### config.mk
export PLATFORM = sky130hd
export DESIGN_NAME = pnm_byte_stream_decoder_flat
export DESIGN_NICKNAME = d
export VERILOG_FILES = /design/src/hw/rtl/pnm_pkg.sv /design/src/hw/rtl/pnm_if.sv /design/src/hw/rtl/pnm_front.sv /design/src/hw/rtl/pnm_queue.sv /design/src/hw/rtl/pnm_back.sv /design/src/hw/rtl/pnm_byte_stream_decoder.sv /design/src/flat_wrapper.sv
export SDC_FILE = /design/constraint.sdc
export NUM_CORES = 1
export LEC_CHECK = 0
export BUFFER_PORTS_ARGS = -buffer_cell sky130_fd_sc_hd__buf_2
export CAP_MARGIN = 20
export CELL_PAD_IN_SITES_DETAIL_PLACEMENT = 0
export CELL_PAD_IN_SITES_GLOBAL_PLACEMENT = 1
export CORE_ASPECT_RATIO = 1.4
export CORE_MARGIN = 3
export CORE_UTILIZATION = 38
export CTS_CLUSTER_SIZE = 30
export DETAILED_ROUTE_END_ITERATION = 12
export PLACE_DENSITY_LB_ADDON = 0.08
export SLEW_MARGIN = 25
export SYNTH_ARGS = -nofsm -noshare
export SYNTH_HDL_FRONTEND = slang
export SYNTH_SLANG_ARGS = --single-unit
### constraint.sdc
create_clock -name clock -period 15.1 [get_ports clock]
set_input_delay 2.265 -clock clock [delete_from_list [all_inputs] [get_ports clock]]
set_output_delay 2.265 -clock clock [all_outputs]
set_load 0.02 [all_outputs]
### src/hw/rtl/pnm_pkg.sv
package pnm_pkg;

   // Parser phases
   typedef enum logic [3:0] {
      PH_WAIT_P     = 4'd0,
      PH_WAIT_DIGIT = 4'd1,
      PH_WIDTH      = 4'd2,
      PH_HEIGHT     = 4'd3,
      PH_MAXVAL     = 4'd4,
      PH_DATA       = 4'd5,
      PH_DONE       = 4'd6,
      PH_ERROR      = 4'd7
   } phase_type;

   // Image formats
   localparam logic [1:0] FMT_BITMAP = 2'd0;
   localparam logic [1:0] FMT_GRAY   = 2'd1;
   localparam logic [1:0] FMT_COLOR  = 2'd2;

   // Result kinds
   localparam logic [1:0] KIND_SAMPLE = 2'd0;
   localparam logic [1:0] KIND_HEADER = 2'd1;
   localparam logic [1:0] KIND_ERROR  = 2'd2;

   // Characters
   localparam logic [7:0] CH_P     = 8'h50;
   localparam logic [7:0] CH_HASH  = 8'h23;
   localparam logic [7:0] CH_0     = 8'h30;
   localparam logic [7:0] CH_1     = 8'h31;
   localparam logic [7:0] CH_2     = 8'h32;
   localparam logic [7:0] CH_3     = 8'h33;
   localparam logic [7:0] CH_4     = 8'h34;
   localparam logic [7:0] CH_5     = 8'h35;
   localparam logic [7:0] CH_6     = 8'h36;
   localparam logic [7:0] CH_9     = 8'h39;
   localparam logic [7:0] CH_SPACE = 8'h20;
   localparam logic [7:0] CH_TAB   = 8'h09;
   localparam logic [7:0] CH_LF    = 8'h0A;
   localparam logic [7:0] CH_CR    = 8'h0D;

   localparam int unsigned LEVEL_MAX    = 255;
   localparam int unsigned BITS_PER_BYTE = 8;
   localparam int unsigned QUEUE_DEPTH  = 4;

   // One queued run: the results that one request causes
   typedef struct packed {
      logic [3:0]  cnt;      // sample results, 0 to 8
      logic        hdr;      // header result follows the samples
      logic        err;      // error result closes the run
      logic        bits;     // samples are the bits of value, MSB first
      logic        last;     // final sample of the run ends the image
      logic [7:0]  value;
      logic [1:0]  ch;
      logic [1:0]  format;
      logic        is_raw;
      logic [15:0] width;
      logic [15:0] height;
      logic [7:0]  maxval;
   } run_type;

   function automatic logic [15:0] sat16(logic [31:0] v);
      sat16 = (v > 32'd65535) ? 16'hFFFF : v[15:0];
   endfunction

   function automatic logic [7:0] clamp8(logic [31:0] v);
      clamp8 = (v > LEVEL_MAX) ? 8'hFF : v[7:0];
   endfunction

   function automatic logic is_blank(logic [7:0] c);
      is_blank = (c == CH_SPACE) || (c == CH_TAB) || (c == CH_LF) || (c == CH_CR);
   endfunction

   function automatic logic is_numeric(phase_type ph, logic raw, logic [1:0] fmt);
      is_numeric = (ph == PH_WIDTH) || (ph == PH_HEIGHT) || (ph == PH_MAXVAL) ||
                   ((ph == PH_DATA) && !raw && (fmt != FMT_BITMAP));
   endfunction

endpackage

### src/hw/rtl/pnm_if.sv
interface pnm_req_if;
   logic       valid;
   logic       ready;
   logic [7:0] data_byte;
   logic       start_of_file;
   logic       end_of_file;

   modport source (output valid, data_byte, start_of_file, end_of_file, input ready);
   modport sink   (input valid, data_byte, start_of_file, end_of_file, output ready);
endinterface

interface pnm_rsp_if;
   logic        valid;
   logic        ready;
   logic [1:0]  kind;
   logic [1:0]  format;
   logic        is_raw;
   logic [15:0] image_width;
   logic [15:0] image_height;
   logic [7:0]  max_value;
   logic [7:0]  sample;
   logic [15:0] row_index;
   logic [15:0] column_index;
   logic [1:0]  channel;
   logic        last_of_image;
   logic        last_of_run;

   modport source (output valid, kind, format, is_raw, image_width, image_height,
                   max_value, sample, row_index, column_index, channel,
                   last_of_image, last_of_run, input ready);
   modport sink   (input valid, kind, format, is_raw, image_width, image_height,
                   max_value, sample, row_index, column_index, channel,
                   last_of_image, last_of_run, output ready);
endinterface

### src/hw/rtl/pnm_front.sv
module pnm_front #(
   parameter int DIM_BITS = 16
) (
   input  logic                  clock,
   input  logic                  reset,
   pnm_req_if.sink               req_ch,
   input  logic                  q_ready,
   output logic                  push,
   output pnm_pkg::run_type      run,
   output logic [DIM_BITS-1:0]   run_row,
   output logic [DIM_BITS-1:0]   run_col
);

   localparam logic [DIM_BITS-1:0] DimMax = '1;

   pnm_pkg::phase_type  ph_ff, ph_in;
   logic [1:0]          kind_ff, kind_in;
   logic                raw_ff, raw_in;
   logic [DIM_BITS-1:0] acc_ff, acc_in;
   logic                dseen_ff, dseen_in;
   logic                cmt_ff, cmt_in;
   logic [DIM_BITS-1:0] wid_ff, wid_in;
   logic [DIM_BITS-1:0] hgt_ff, hgt_in;
   logic [7:0]          mxv_ff, mxv_in;
   logic [DIM_BITS-1:0] row_ff, row_in;
   logic [DIM_BITS-1:0] col_ff, col_in;
   logic [1:0]          chn_ff, chn_in;

   logic                accept;
   logic [7:0]          c;
   logic                s_req, s_bits, s_last, hdr, err, fin, mid_ok;
   logic [7:0]          s_val;
   logic [3:0]          s_n;
   logic [DIM_BITS-1:0] s_row, s_col;
   logic [1:0]          s_ch;
   logic [DIM_BITS+3:0] acc_next;
   logic [DIM_BITS-1:0] rem, num;
   logic [DIM_BITS:0]   col_sum;
   logic                row_end, col_end, ch_end;

   assign accept       = req_ch.valid && q_ready;
   assign req_ch.ready = q_ready;
   assign c            = req_ch.data_byte;

   // Parse one request: byte path, number finish, sample run, end of file
   always_comb begin
      ph_in    = ph_ff;
      kind_in  = kind_ff;
      raw_in   = raw_ff;
      acc_in   = acc_ff;
      dseen_in = dseen_ff;
      cmt_in   = cmt_ff;
      wid_in   = wid_ff;
      hgt_in   = hgt_ff;
      mxv_in   = mxv_ff;
      row_in   = row_ff;
      col_in   = col_ff;
      chn_in   = chn_ff;
      s_req    = 1'b0;
      s_bits   = 1'b0;
      s_last   = 1'b0;
      s_val    = '0;
      s_n      = 4'd1;
      s_row    = '0;
      s_col    = '0;
      s_ch     = '0;
      hdr      = 1'b0;
      err      = 1'b0;
      fin      = 1'b0;
      mid_ok   = 1'b0;
      acc_next = '0;
      rem      = '0;
      num      = '0;
      col_sum  = '0;
      row_end  = 1'b0;
      col_end  = 1'b0;
      ch_end   = 1'b0;

      // restart on a new file
      if (req_ch.start_of_file) begin
         ph_in    = pnm_pkg::PH_WAIT_P;
         kind_in  = pnm_pkg::FMT_BITMAP;
         raw_in   = 1'b0;
         acc_in   = '0;
         dseen_in = 1'b0;
         cmt_in   = 1'b0;
         wid_in   = '0;
         hgt_in   = '0;
         mxv_in   = '0;
         row_in   = '0;
         col_in   = '0;
         chn_in   = '0;
      end

      if (ph_in != pnm_pkg::PH_DONE && ph_in != pnm_pkg::PH_ERROR) begin
         // classify the byte
         if (cmt_in) begin
            if (c == pnm_pkg::CH_LF || c == pnm_pkg::CH_CR) begin
               cmt_in = 1'b0;
            end
         end else begin
            case (ph_in)
               pnm_pkg::PH_WAIT_P: begin
                  if (c == pnm_pkg::CH_P) begin
                     ph_in = pnm_pkg::PH_WAIT_DIGIT;
                  end else begin
                     err = 1'b1;
                  end
               end
               pnm_pkg::PH_WAIT_DIGIT: begin
                  if (c >= pnm_pkg::CH_1 && c <= pnm_pkg::CH_6) begin
                     if (c == pnm_pkg::CH_1 || c == pnm_pkg::CH_4) begin
                        kind_in = pnm_pkg::FMT_BITMAP;
                     end else if (c == pnm_pkg::CH_2 || c == pnm_pkg::CH_5) begin
                        kind_in = pnm_pkg::FMT_GRAY;
                     end else begin
                        kind_in = pnm_pkg::FMT_COLOR;
                     end
                     raw_in   = (c >= pnm_pkg::CH_4);
                     acc_in   = '0;
                     dseen_in = 1'b0;
                     ph_in    = pnm_pkg::PH_WIDTH;
                  end else begin
                     err = 1'b1;
                  end
               end
               default: begin
                  if (pnm_pkg::is_numeric(ph_in, raw_in, kind_in)) begin
                     if (c >= pnm_pkg::CH_0 && c <= pnm_pkg::CH_9) begin
                        acc_next = {acc_in, 3'b000} + {2'b00, acc_in, 1'b0} +
                                   (DIM_BITS+4)'(c - pnm_pkg::CH_0);
                        acc_in   = (acc_next > {4'b0000, DimMax}) ?
                                   DimMax : acc_next[DIM_BITS-1:0];
                        dseen_in = 1'b1;
                     end else if (!dseen_in) begin
                        if (c == pnm_pkg::CH_HASH) begin
                           cmt_in = 1'b1;
                        end else if (!pnm_pkg::is_blank(c)) begin
                           err = 1'b1;
                        end
                     end else begin
                        if (c == pnm_pkg::CH_HASH) begin
                           cmt_in = 1'b1;
                        end
                        fin = 1'b1;
                     end
                  end else if (raw_in && kind_in == pnm_pkg::FMT_BITMAP) begin
                     rem    = wid_in - col_in;
                     s_req  = 1'b1;
                     s_bits = 1'b1;
                     s_val  = c;
                     s_n    = (rem > DIM_BITS'(pnm_pkg::BITS_PER_BYTE)) ?
                              4'(pnm_pkg::BITS_PER_BYTE) : rem[3:0];
                  end else if (raw_in) begin
                     s_req = 1'b1;
                     s_val = c;
                  end else if (c == pnm_pkg::CH_0 || c == pnm_pkg::CH_1) begin
                     s_req = 1'b1;
                     s_val = {7'b0, c[0]};
                  end else if (!pnm_pkg::is_blank(c)) begin
                     err = 1'b1;
                  end
               end
            endcase
         end

         // raise a format error
         if (err) begin
            ph_in    = pnm_pkg::PH_ERROR;
            cmt_in   = 1'b0;
            dseen_in = 1'b0;
         end

         // end of file finishes a pending number
         mid_ok = (ph_in != pnm_pkg::PH_DONE) && (ph_in != pnm_pkg::PH_ERROR);
         if (!fin && req_ch.end_of_file && mid_ok && dseen_in &&
             pnm_pkg::is_numeric(ph_in, raw_in, kind_in)) begin
            fin = 1'b1;
         end

         // store a finished number
         if (fin) begin
            num      = acc_in;
            acc_in   = '0;
            dseen_in = 1'b0;
            case (ph_in)
               pnm_pkg::PH_WIDTH: begin
                  wid_in = num;
                  ph_in  = pnm_pkg::PH_HEIGHT;
               end
               pnm_pkg::PH_HEIGHT: begin
                  hgt_in = num;
                  if (kind_in == pnm_pkg::FMT_BITMAP) begin
                     mxv_in = 8'd1;
                     hdr    = 1'b1;
                  end else begin
                     ph_in = pnm_pkg::PH_MAXVAL;
                  end
               end
               pnm_pkg::PH_MAXVAL: begin
                  mxv_in = pnm_pkg::clamp8(32'(num));
                  hdr    = 1'b1;
               end
               pnm_pkg::PH_DATA: begin
                  s_req = 1'b1;
                  s_val = pnm_pkg::clamp8(32'(num));
               end
               default: begin
               end
            endcase
            if (hdr) begin
               row_in = '0;
               col_in = '0;
               chn_in = '0;
               ph_in  = (wid_in == '0 || hgt_in == '0) ?
                        pnm_pkg::PH_DONE : pnm_pkg::PH_DATA;
            end
         end

         // advance the sample position over the run
         if (s_req) begin
            s_row   = row_in;
            s_col   = col_in;
            s_ch    = chn_in;
            ch_end  = (kind_in == pnm_pkg::FMT_COLOR) ? (chn_in >= 2'd2) : 1'b1;
            col_sum = {1'b0, col_in} + (DIM_BITS+1)'(s_n);
            col_end = col_sum >= {1'b0, wid_in};
            row_end = ({1'b0, row_in} + 1'b1) >= {1'b0, hgt_in};
            s_last  = row_end && col_end && ch_end;
            if (s_last) begin
               ph_in = pnm_pkg::PH_DONE;
            end else if (ch_end) begin
               chn_in = '0;
               if (col_end) begin
                  col_in = '0;
                  row_in = row_in + 1'b1;
               end else begin
                  col_in = col_sum[DIM_BITS-1:0];
               end
            end else begin
               chn_in = chn_in + 2'd1;
            end
         end

         // flag truncation
         if (req_ch.end_of_file && mid_ok && ph_in != pnm_pkg::PH_DONE) begin
            ph_in    = pnm_pkg::PH_ERROR;
            cmt_in   = 1'b0;
            dseen_in = 1'b0;
            err      = 1'b1;
         end
      end
   end

   // Build the queue entry
   always_comb begin
      run.cnt    = s_req ? s_n : 4'd0;
      run.hdr    = hdr;
      run.err    = err;
      run.bits   = s_bits;
      run.last   = s_last;
      run.value  = s_val;
      run.ch     = s_ch;
      run.format = kind_in;
      run.is_raw = raw_in;
      run.width  = pnm_pkg::sat16(32'(wid_in));
      run.height = pnm_pkg::sat16(32'(hgt_in));
      run.maxval = mxv_in;
   end

   assign run_row = s_row;
   assign run_col = s_col;
   assign push    = accept && (s_req || hdr || err);

   // Hold parser state between requests
   always_ff @(posedge clock) begin
      if (reset) begin
         ph_ff    <= pnm_pkg::PH_WAIT_P;
         kind_ff  <= pnm_pkg::FMT_BITMAP;
         raw_ff   <= 1'b0;
         acc_ff   <= '0;
         dseen_ff <= 1'b0;
         cmt_ff   <= 1'b0;
         wid_ff   <= '0;
         hgt_ff   <= '0;
         mxv_ff   <= '0;
         row_ff   <= '0;
         col_ff   <= '0;
         chn_ff   <= '0;
      end else if (accept) begin
         ph_ff    <= ph_in;
         kind_ff  <= kind_in;
         raw_ff   <= raw_in;
         acc_ff   <= acc_in;
         dseen_ff <= dseen_in;
         cmt_ff   <= cmt_in;
         wid_ff   <= wid_in;
         hgt_ff   <= hgt_in;
         mxv_ff   <= mxv_in;
         row_ff   <= row_in;
         col_ff   <= col_in;
         chn_ff   <= chn_in;
      end
   end

   // A run that ends in an error never closes the image
   a_err_not_last: assert property (@(posedge clock) disable iff (reset)
      push && run.err |-> !run.last)
      else $error("error run also marks the image end");

   // A stopped parser stays silent until the next file starts
   a_quiet_after_stop: assert property (@(posedge clock) disable iff (reset)
      accept && !req_ch.start_of_file &&
      (ph_ff == pnm_pkg::PH_ERROR || ph_ff == pnm_pkg::PH_DONE) |-> !push)
      else $error("results after the parser stopped");

endmodule

### src/hw/rtl/pnm_queue.sv
module pnm_queue #(
   parameter int DIM_BITS = 16
) (
   input  logic                  clock,
   input  logic                  reset,
   input  logic                  push,
   input  pnm_pkg::run_type      push_run,
   input  logic [DIM_BITS-1:0]   push_row,
   input  logic [DIM_BITS-1:0]   push_col,
   output logic                  q_ready,
   output logic                  q_valid,
   input  logic                  pop,
   output pnm_pkg::run_type      head_run,
   output logic [DIM_BITS-1:0]   head_row,
   output logic [DIM_BITS-1:0]   head_col
);

   localparam int Depth   = pnm_pkg::QUEUE_DEPTH;
   localparam int PtrBits = $clog2(Depth);
   localparam int CntBits = $clog2(Depth + 1);

   pnm_pkg::run_type    run_ff [Depth];
   logic [DIM_BITS-1:0] row_ff [Depth];
   logic [DIM_BITS-1:0] col_ff [Depth];
   logic [PtrBits-1:0]  wr_ff, wr_in;
   logic [PtrBits-1:0]  rd_ff, rd_in;
   logic [CntBits-1:0]  count_ff, count_in;
   logic                do_push, do_pop;

   assign q_ready  = (count_ff != CntBits'(Depth));
   assign q_valid  = (count_ff != '0);
   assign do_push  = push && q_ready;
   assign do_pop   = pop && q_valid;
   assign head_run = run_ff[rd_ff];
   assign head_row = row_ff[rd_ff];
   assign head_col = col_ff[rd_ff];

   // Advance pointers and fill level
   always_comb begin
      wr_in    = do_push ? PtrBits'(wr_ff + 1'b1) : wr_ff;
      rd_in    = do_pop ? PtrBits'(rd_ff + 1'b1) : rd_ff;
      count_in = count_ff + CntBits'(do_push) - CntBits'(do_pop);
   end

   always_ff @(posedge clock) begin
      if (reset) begin
         wr_ff    <= '0;
         rd_ff    <= '0;
         count_ff <= '0;
      end else begin
         wr_ff    <= wr_in;
         rd_ff    <= rd_in;
         count_ff <= count_in;
      end
   end

   // Store entries
   always_ff @(posedge clock) begin
      if (do_push) begin
         run_ff[wr_ff] <= push_run;
         row_ff[wr_ff] <= push_row;
         col_ff[wr_ff] <= push_col;
      end
   end

   // The front only writes while there is room
   a_no_overflow: assert property (@(posedge clock) disable iff (reset)
      push |-> q_ready)
      else $error("run queue overflow");

   // The back only takes entries that exist
   a_no_underflow: assert property (@(posedge clock) disable iff (reset)
      pop |-> q_valid)
      else $error("run queue underflow");

endmodule

### src/hw/rtl/pnm_back.sv
module pnm_back #(
   parameter int DIM_BITS = 16
) (
   input  logic                  clock,
   input  logic                  reset,
   input  logic                  q_valid,
   input  pnm_pkg::run_type      run,
   input  logic [DIM_BITS-1:0]   run_row,
   input  logic [DIM_BITS-1:0]   run_col,
   output logic                  pop,
   pnm_rsp_if.source             rsp_ch
);

   logic [2:0]          idx_ff, idx_in;
   logic                vld_ff, vld_in;
   logic [1:0]          kind_ff, kind_in;
   logic [1:0]          fmt_ff;
   logic                raw_ff;
   logic [15:0]         wid_ff, hgt_ff;
   logic [7:0]          mxv_ff;
   logic [7:0]          smp_ff, smp_in;
   logic [15:0]         row_ff, row_in;
   logic [15:0]         col_ff, col_in;
   logic [1:0]          chn_ff, chn_in;
   logic                loi_ff, loi_in;
   logic                lor_ff, lor_in;

   logic [3:0]          shown, tot;
   logic                load, last_res, is_smp;
   logic [DIM_BITS:0]   col_pos;

   // Size the run: an error takes the place of an eighth sample
   assign shown    = (run.err && run.cnt == 4'd8) ? 4'd7 : run.cnt;
   assign tot      = shown + {3'b000, run.hdr} + {3'b000, run.err};
   assign load     = q_valid && (!vld_ff || rsp_ch.ready);
   assign last_res = ({1'b0, idx_ff} == (tot - 4'd1));
   assign pop      = load && last_res;
   assign is_smp   = ({1'b0, idx_ff} < shown);
   assign col_pos  = {1'b0, run_col} + (DIM_BITS+1)'(idx_ff);

   // Form the next result of the head run
   always_comb begin
      kind_in = pnm_pkg::KIND_ERROR;
      smp_in  = '0;
      row_in  = '0;
      col_in  = '0;
      chn_in  = '0;
      loi_in  = 1'b0;
      lor_in  = last_res;
      if (is_smp) begin
         kind_in = pnm_pkg::KIND_SAMPLE;
         smp_in  = run.bits ? {7'b0, run.value[~idx_ff]} : run.value;
         row_in  = pnm_pkg::sat16(32'(run_row));
         col_in  = pnm_pkg::sat16(32'(col_pos));
         chn_in  = run.ch;
         loi_in  = run.last && ({1'b0, idx_ff} == (run.cnt - 4'd1));
      end else if (run.hdr && ({1'b0, idx_ff} == shown)) begin
         // header sits right after the samples, an error follows it
         kind_in = pnm_pkg::KIND_HEADER;
      end
   end

   always_comb begin
      idx_in = idx_ff;
      if (load) begin
         idx_in = last_res ? 3'd0 : idx_ff + 3'd1;
      end
      vld_in = load ? 1'b1 : (rsp_ch.ready ? 1'b0 : vld_ff);
   end

   // Hold the control state
   always_ff @(posedge clock) begin
      if (reset) begin
         idx_ff <= '0;
         vld_ff <= 1'b0;
      end else begin
         idx_ff <= idx_in;
         vld_ff <= vld_in;
      end
   end

   // Load the output register
   always_ff @(posedge clock) begin
      if (load) begin
         kind_ff <= kind_in;
         fmt_ff  <= run.format;
         raw_ff  <= run.is_raw;
         wid_ff  <= run.width;
         hgt_ff  <= run.height;
         mxv_ff  <= run.maxval;
         smp_ff  <= smp_in;
         row_ff  <= row_in;
         col_ff  <= col_in;
         chn_ff  <= chn_in;
         loi_ff  <= loi_in;
         lor_ff  <= lor_in;
      end
   end

   assign rsp_ch.valid         = vld_ff;
   assign rsp_ch.kind          = kind_ff;
   assign rsp_ch.format        = fmt_ff;
   assign rsp_ch.is_raw        = raw_ff;
   assign rsp_ch.image_width   = wid_ff;
   assign rsp_ch.image_height  = hgt_ff;
   assign rsp_ch.max_value     = mxv_ff;
   assign rsp_ch.sample        = smp_ff;
   assign rsp_ch.row_index     = row_ff;
   assign rsp_ch.column_index  = col_ff;
   assign rsp_ch.channel       = chn_ff;
   assign rsp_ch.last_of_image = loi_ff;
   assign rsp_ch.last_of_run   = lor_ff;

   // The run index never walks past the end of the head run
   a_idx_in_run: assert property (@(posedge clock) disable iff (reset)
      q_valid |-> ({1'b0, idx_ff} < tot))
      else $error("run index beyond run length");

   // The image end is always the final result of its request
   a_image_end_closes_run: assert property (@(posedge clock) disable iff (reset)
      vld_ff && loi_ff |-> lor_ff)
      else $error("image end not at the end of its run");

endmodule

### src/hw/rtl/pnm_byte_stream_decoder.sv
// PNM byte-stream decoder. Takes a PBM, PGM or PPM file (P1 to P6) one byte per request, checks
// the magic, parses width, height and maxval (blanks and '#' comments skipped, maxval clamped
// to 255) and returns a header result, then one result per sample with its row, column and
// channel, or an error result on malformed or truncated input. start_of_file restarts the
// parser; end_of_file completes a pending number. A request is accepted every cycle as long
// as each causes at most one result and rsp_ch.ready stays high; the output port delivers
// one result per cycle, so a raw bitmap byte (up to eight samples) yields one result per
// sample. A four-entry run queue between the byte parser and the result sequencer absorbs
// these bursts; input stalls only when it fills. Each result passes through a run queue
// entry and then the output register. DIM_BITS sets the internal width of the dimension
// and position counters; reported dimensions and positions saturate at 65535.
module pnm_byte_stream_decoder #(
   parameter int DIM_BITS = 16
) (
   input  logic       clock,
   input  logic       reset,
   pnm_req_if.sink    req_ch,
   pnm_rsp_if.source  rsp_ch
);

   logic                push, q_ready, q_valid, pop;
   pnm_pkg::run_type    push_run, head_run;
   logic [DIM_BITS-1:0] push_row, push_col, head_row, head_col;

   pnm_front #(.DIM_BITS(DIM_BITS)) u_front (
      .clock   (clock),
      .reset   (reset),
      .req_ch  (req_ch),
      .q_ready (q_ready),
      .push    (push),
      .run     (push_run),
      .run_row (push_row),
      .run_col (push_col)
   );

   pnm_queue #(.DIM_BITS(DIM_BITS)) u_queue (
      .clock    (clock),
      .reset    (reset),
      .push     (push),
      .push_run (push_run),
      .push_row (push_row),
      .push_col (push_col),
      .q_ready  (q_ready),
      .q_valid  (q_valid),
      .pop      (pop),
      .head_run (head_run),
      .head_row (head_row),
      .head_col (head_col)
   );

   pnm_back #(.DIM_BITS(DIM_BITS)) u_back (
      .clock   (clock),
      .reset   (reset),
      .q_valid (q_valid),
      .run     (head_run),
      .run_row (head_row),
      .run_col (head_col),
      .pop     (pop),
      .rsp_ch  (rsp_ch)
   );

endmodule
### src/flat_wrapper.sv
// flat-port wrapper written by rule: the top's interface ports become plain ports
module pnm_byte_stream_decoder_flat 
#(
   parameter int DIM_BITS = 16
)
  (clock, reset, req_ch_valid, req_ch_data_byte, req_ch_start_of_file, req_ch_end_of_file, req_ch_ready, rsp_ch_valid, rsp_ch_kind, rsp_ch_format, rsp_ch_is_raw, rsp_ch_image_width, rsp_ch_image_height, rsp_ch_max_value, rsp_ch_sample, rsp_ch_row_index, rsp_ch_column_index, rsp_ch_channel, rsp_ch_last_of_image, rsp_ch_last_of_run, rsp_ch_ready);
  pnm_req_if req_ch_i ();
  pnm_rsp_if rsp_ch_i ();
  input  logic clock;
  input  logic reset;
  input wire logic [$bits(req_ch_i.valid)-1:0] req_ch_valid;
  input wire logic [$bits(req_ch_i.data_byte)-1:0] req_ch_data_byte;
  input wire logic [$bits(req_ch_i.start_of_file)-1:0] req_ch_start_of_file;
  input wire logic [$bits(req_ch_i.end_of_file)-1:0] req_ch_end_of_file;
  output wire logic [$bits(req_ch_i.ready)-1:0] req_ch_ready;
  output wire logic [$bits(rsp_ch_i.valid)-1:0] rsp_ch_valid;
  output wire logic [$bits(rsp_ch_i.kind)-1:0] rsp_ch_kind;
  output wire logic [$bits(rsp_ch_i.format)-1:0] rsp_ch_format;
  output wire logic [$bits(rsp_ch_i.is_raw)-1:0] rsp_ch_is_raw;
  output wire logic [$bits(rsp_ch_i.image_width)-1:0] rsp_ch_image_width;
  output wire logic [$bits(rsp_ch_i.image_height)-1:0] rsp_ch_image_height;
  output wire logic [$bits(rsp_ch_i.max_value)-1:0] rsp_ch_max_value;
  output wire logic [$bits(rsp_ch_i.sample)-1:0] rsp_ch_sample;
  output wire logic [$bits(rsp_ch_i.row_index)-1:0] rsp_ch_row_index;
  output wire logic [$bits(rsp_ch_i.column_index)-1:0] rsp_ch_column_index;
  output wire logic [$bits(rsp_ch_i.channel)-1:0] rsp_ch_channel;
  output wire logic [$bits(rsp_ch_i.last_of_image)-1:0] rsp_ch_last_of_image;
  output wire logic [$bits(rsp_ch_i.last_of_run)-1:0] rsp_ch_last_of_run;
  input wire logic [$bits(rsp_ch_i.ready)-1:0] rsp_ch_ready;
  assign req_ch_i.valid = req_ch_valid;
  assign req_ch_i.data_byte = req_ch_data_byte;
  assign req_ch_i.start_of_file = req_ch_start_of_file;
  assign req_ch_i.end_of_file = req_ch_end_of_file;
  assign req_ch_ready = req_ch_i.ready;
  assign rsp_ch_valid = rsp_ch_i.valid;
  assign rsp_ch_kind = rsp_ch_i.kind;
  assign rsp_ch_format = rsp_ch_i.format;
  assign rsp_ch_is_raw = rsp_ch_i.is_raw;
  assign rsp_ch_image_width = rsp_ch_i.image_width;
  assign rsp_ch_image_height = rsp_ch_i.image_height;
  assign rsp_ch_max_value = rsp_ch_i.max_value;
  assign rsp_ch_sample = rsp_ch_i.sample;
  assign rsp_ch_row_index = rsp_ch_i.row_index;
  assign rsp_ch_column_index = rsp_ch_i.column_index;
  assign rsp_ch_channel = rsp_ch_i.channel;
  assign rsp_ch_last_of_image = rsp_ch_i.last_of_image;
  assign rsp_ch_last_of_run = rsp_ch_i.last_of_run;
  assign rsp_ch_i.ready = rsp_ch_ready;
  pnm_byte_stream_decoder #(.DIM_BITS(DIM_BITS)) u_core (.clock(clock), .reset(reset), .req_ch(req_ch_i), .rsp_ch(rsp_ch_i));
endmodule
==> metrics <==
status=finished, final reports clean; post-cts resize count=0; half-perimeter wire length after placement=around 56000 um; initial antenna violation count=4; setup slack, reg-to-reg=roughly 6000 ps; fin area=around 31000 sq um; P per Cell Area=150.6 nW/um^2; H-tree depth=2; Arr. time, crit path=around 12000 ps; clk slew on worst S/H paths=roughly 70 ps; Logic pwr share=0.244; pin count of the biggest net entering global routing=between 90 and 100; Sink Count=between 500 and 600; cts-stage hold buffer count=0; Inst Count DP=approximately 3200; Port Buffers=about 100; DR vias/cell=about 5.6; crit end category=flip-flop; CP Max Fanout=46; Worst Hold Class=flip-flop to flip-flop; Inserted Clock Buffers=between 50 and 60; routed length per instance=roughly 24 um; core area=72130 sq um; drt first pass iters=6; Worst Max-Slew Pin Slew=approximately 1100 ps; Seq cells post-synth=around 570; Critical Path RT=roughly 16000 ps; setup bufs post-CTS=0; vias in the first global route=18720; CTS tree=yes; hold_ws=approximately 460 ps; Syn Nets=around 2300; # IOs=between 100 and 150; final WL=approximately 80000 um; final setup TNS=0 ps; YS warnings=0; sequential-to-total area share from yosys stat=0.5765; Die Y=roughly 330 um; Die W=roughly 240 um; final std cells w/o fill=3291; first-pass GRT wire length=around 120000 um; CP startpoint kind=input pin; Primary FF master, synth=edfxtp_1; Fillers=between 6000 and 7000; Total GRT Usage=0.2058; number of synthesized flops with an enable pin=between 400 and 500; post-layout util=0.4362; Internal=~3.3 mW; Area after DPL=~30000 sq um; Cell Rows=roughly 120; Antenna Nets Post-Route=0; Max Slew Vio Count=0; Root Driver=clkbuf_16; setup violators final=0; Slowest-stage cell, CP=nor4_1; RSZ-0062 raised after global routing=no; Synth-to-Final Area Change=12.77%; Leak=11.17 nW; Net count, final=between 2000 and 2500; DRC violations left=0; async set-reset flop share out of synthesis=0; die footprint=76760 sq um; Max Cap Viol=0; most common cell after layout, fill and taps aside=edfxtp_1; Cell Area, Synth=between 20000 and 30000 sq um; Sequential Power Share=0.451; initial DRC count=around 1200; Clock Skew=17.61 ps; total gr overflow=0; commonest cells after routing, fill and taps aside=461 x edfxtp_1, 222 x nor2_1, 123 x nand2_1; CP peak stage delay=just over 600 ps; synthesized instance count=2209; GP Congestion=between 0.8 and 0.9; layout cell share with drive strength beyond 1=0.1581; Peak Freq=0.09101 GHz; Clk pwr share=0.305; Switch Pwr=1.452 mW; critical path class=input pin to flip-flop; min Tclk post-route=roughly 11000 ps; Initial Util=0.3868; insertion delay of the later-clocked pin in the worst-skew pair=approximately 640 ps; sw frac=0.3065; Longest Clk Path Bufs=3; synth unique cells=95; Buf+Inv Stages, Crit Path=3; VDD IR-drop max=0.0001469 V; crit-path leading delay family=simple AND/OR/NAND/NOR gates; Post-Syn Area per Cell=12.63 sq um; Worst slew margin=0.2771; final hold vios=0; total number of vias=18440; final period utilization=0.7276
-- registers in the layout (all words and copies together) (netlist names), 8 cells and up, named ones only --
register	count
u_core.u_front.hgt_ff	16
u_core.u_front.mxv_ff	8
u_core.u_back.rsp_ch.max_value	8
u_core.u_back.rsp_ch.column_index	16
u_core.u_back.rsp_ch.image_height	16
u_core.u_queue.run_ff	244
u_core.u_back.rsp_ch.sample	8
u_core.u_front.wid_ff	16
u_core.u_back.rsp_ch.row_index	16
u_core.u_front.col_ff	16
u_core.u_queue.row_ff	64
u_core.u_back.rsp_ch.image_width	16
u_core.u_front.acc_ff	16
u_core.u_front.row_ff	16
u_core.u_queue.col_ff	64
-- area by class of cell --
type	instances	area, sq um	area share
tap	944	1181	0.03754
clock inverter	37	326.6	0.01038
clock buffer	70	1600	0.05086
timing repair buffer	136	775.7	0.02466
sequential	573	16090	0.5115
multi-input combinational	1429	11110	0.3530
antenna	1	2.502	0.00007953
inverter	101	379.1	0.01205
-- metrics by stage --
stage / total power [mW] / worst slack (ps)
after CTS: 4.819 / 4266
after global placement: 3.339 / 3890
after floorplan: 2.986 / 4271
after detailed placement: 3.354 / 3583
final: 4.738 / 4113
after global routing: 4.986 / 3046
-- final timing paths --
kind | from | end | cells after the start
worst max-delay path | req_ch_start_of_file | u_core.u_front.col_ff[1]$_SDFFE_PP0P_ | 37
worst max register to register | u_core.u_front.ph_ff[2]$_SDFFE_PP0P_ | u_core.u_front.col_ff[1]$_SDFFE_PP0P_ | 27
worst min-delay path | u_core.u_front.mxv_ff[0]$_SDFFE_PP0P_ | u_core.u_front.mxv_ff[0]$_SDFFE_PP0P_ | 2
worst min register to register | u_core.u_front.mxv_ff[0]$_SDFFE_PP0P_ | u_core.u_front.mxv_ff[0]$_SDFFE_PP0P_ | 2
-- Yosys cell counts (all sizes together), types with 45 or more instances --
cell type / count / area, sq um
xnor2: 45 / 394.1
nand2: 124 / 468.0
o21ai: 61 / 305.3
a21oi: 124 / 620.6
and2: 48 / 300.3
nor3: 45 / 230.2
ha: 94 / 1176
nor2b: 68 / 425.4
inv: 100 / 375.4
clkbuf: 83 / 311.6
edfxtp: 461 / 13840
dfxtp: 112 / 2242
mux4: 95 / 2140
nor2: 224 / 848.3
-- metal layers --
layer  vias up  track usage  wire, um
met5         -            0        30
met4         4      0.07816      3157
met3       131      0.03150      3474
met2       445       0.3643     40440
met1      9326       0.2534     32440
li1       8531            -         -
-- worst register-to-register path: cells and delay by family (launching register included) --
family	cells	cell delay [ps]
AOI/OAI and AO/OA	9	2430
and+or+nand+nor	15	5160
xor gates and xnor gates	1	150
DFF	1	580
adders and majority gates	2	680
-- power groups by stage --
stage | Sequential (mW) | Combinational (mW) | Clock, mW
after CTS | 2.14 | 1.19 | 1.49
after global routing | 2.16 | 1.27 | 1.55
after global placement | 2.16 | 1.18 | 0
after detailed placement | 2.17 | 1.18 | 0
final | 2.14 | 1.16 | 1.45
after floorplan | 2.35 | 0.635 | 0
-- cell families (layout without fill, tap and decap cells) --
family,count (synthesis),after routing,share of synthesized area
adders and majority gates,114,114,0.05650
DFF,573,573,0.5765
and+or+nand+nor,676,676,0.1200
AOI/OAI and AO/OA,446,446,0.1094
other,0,1,0
buffers and inverters,207,344,0.02897
xor gates and xnor gates,74,74,0.02323
muxes,119,119,0.08543
Power figures use the tool's default switching activity.
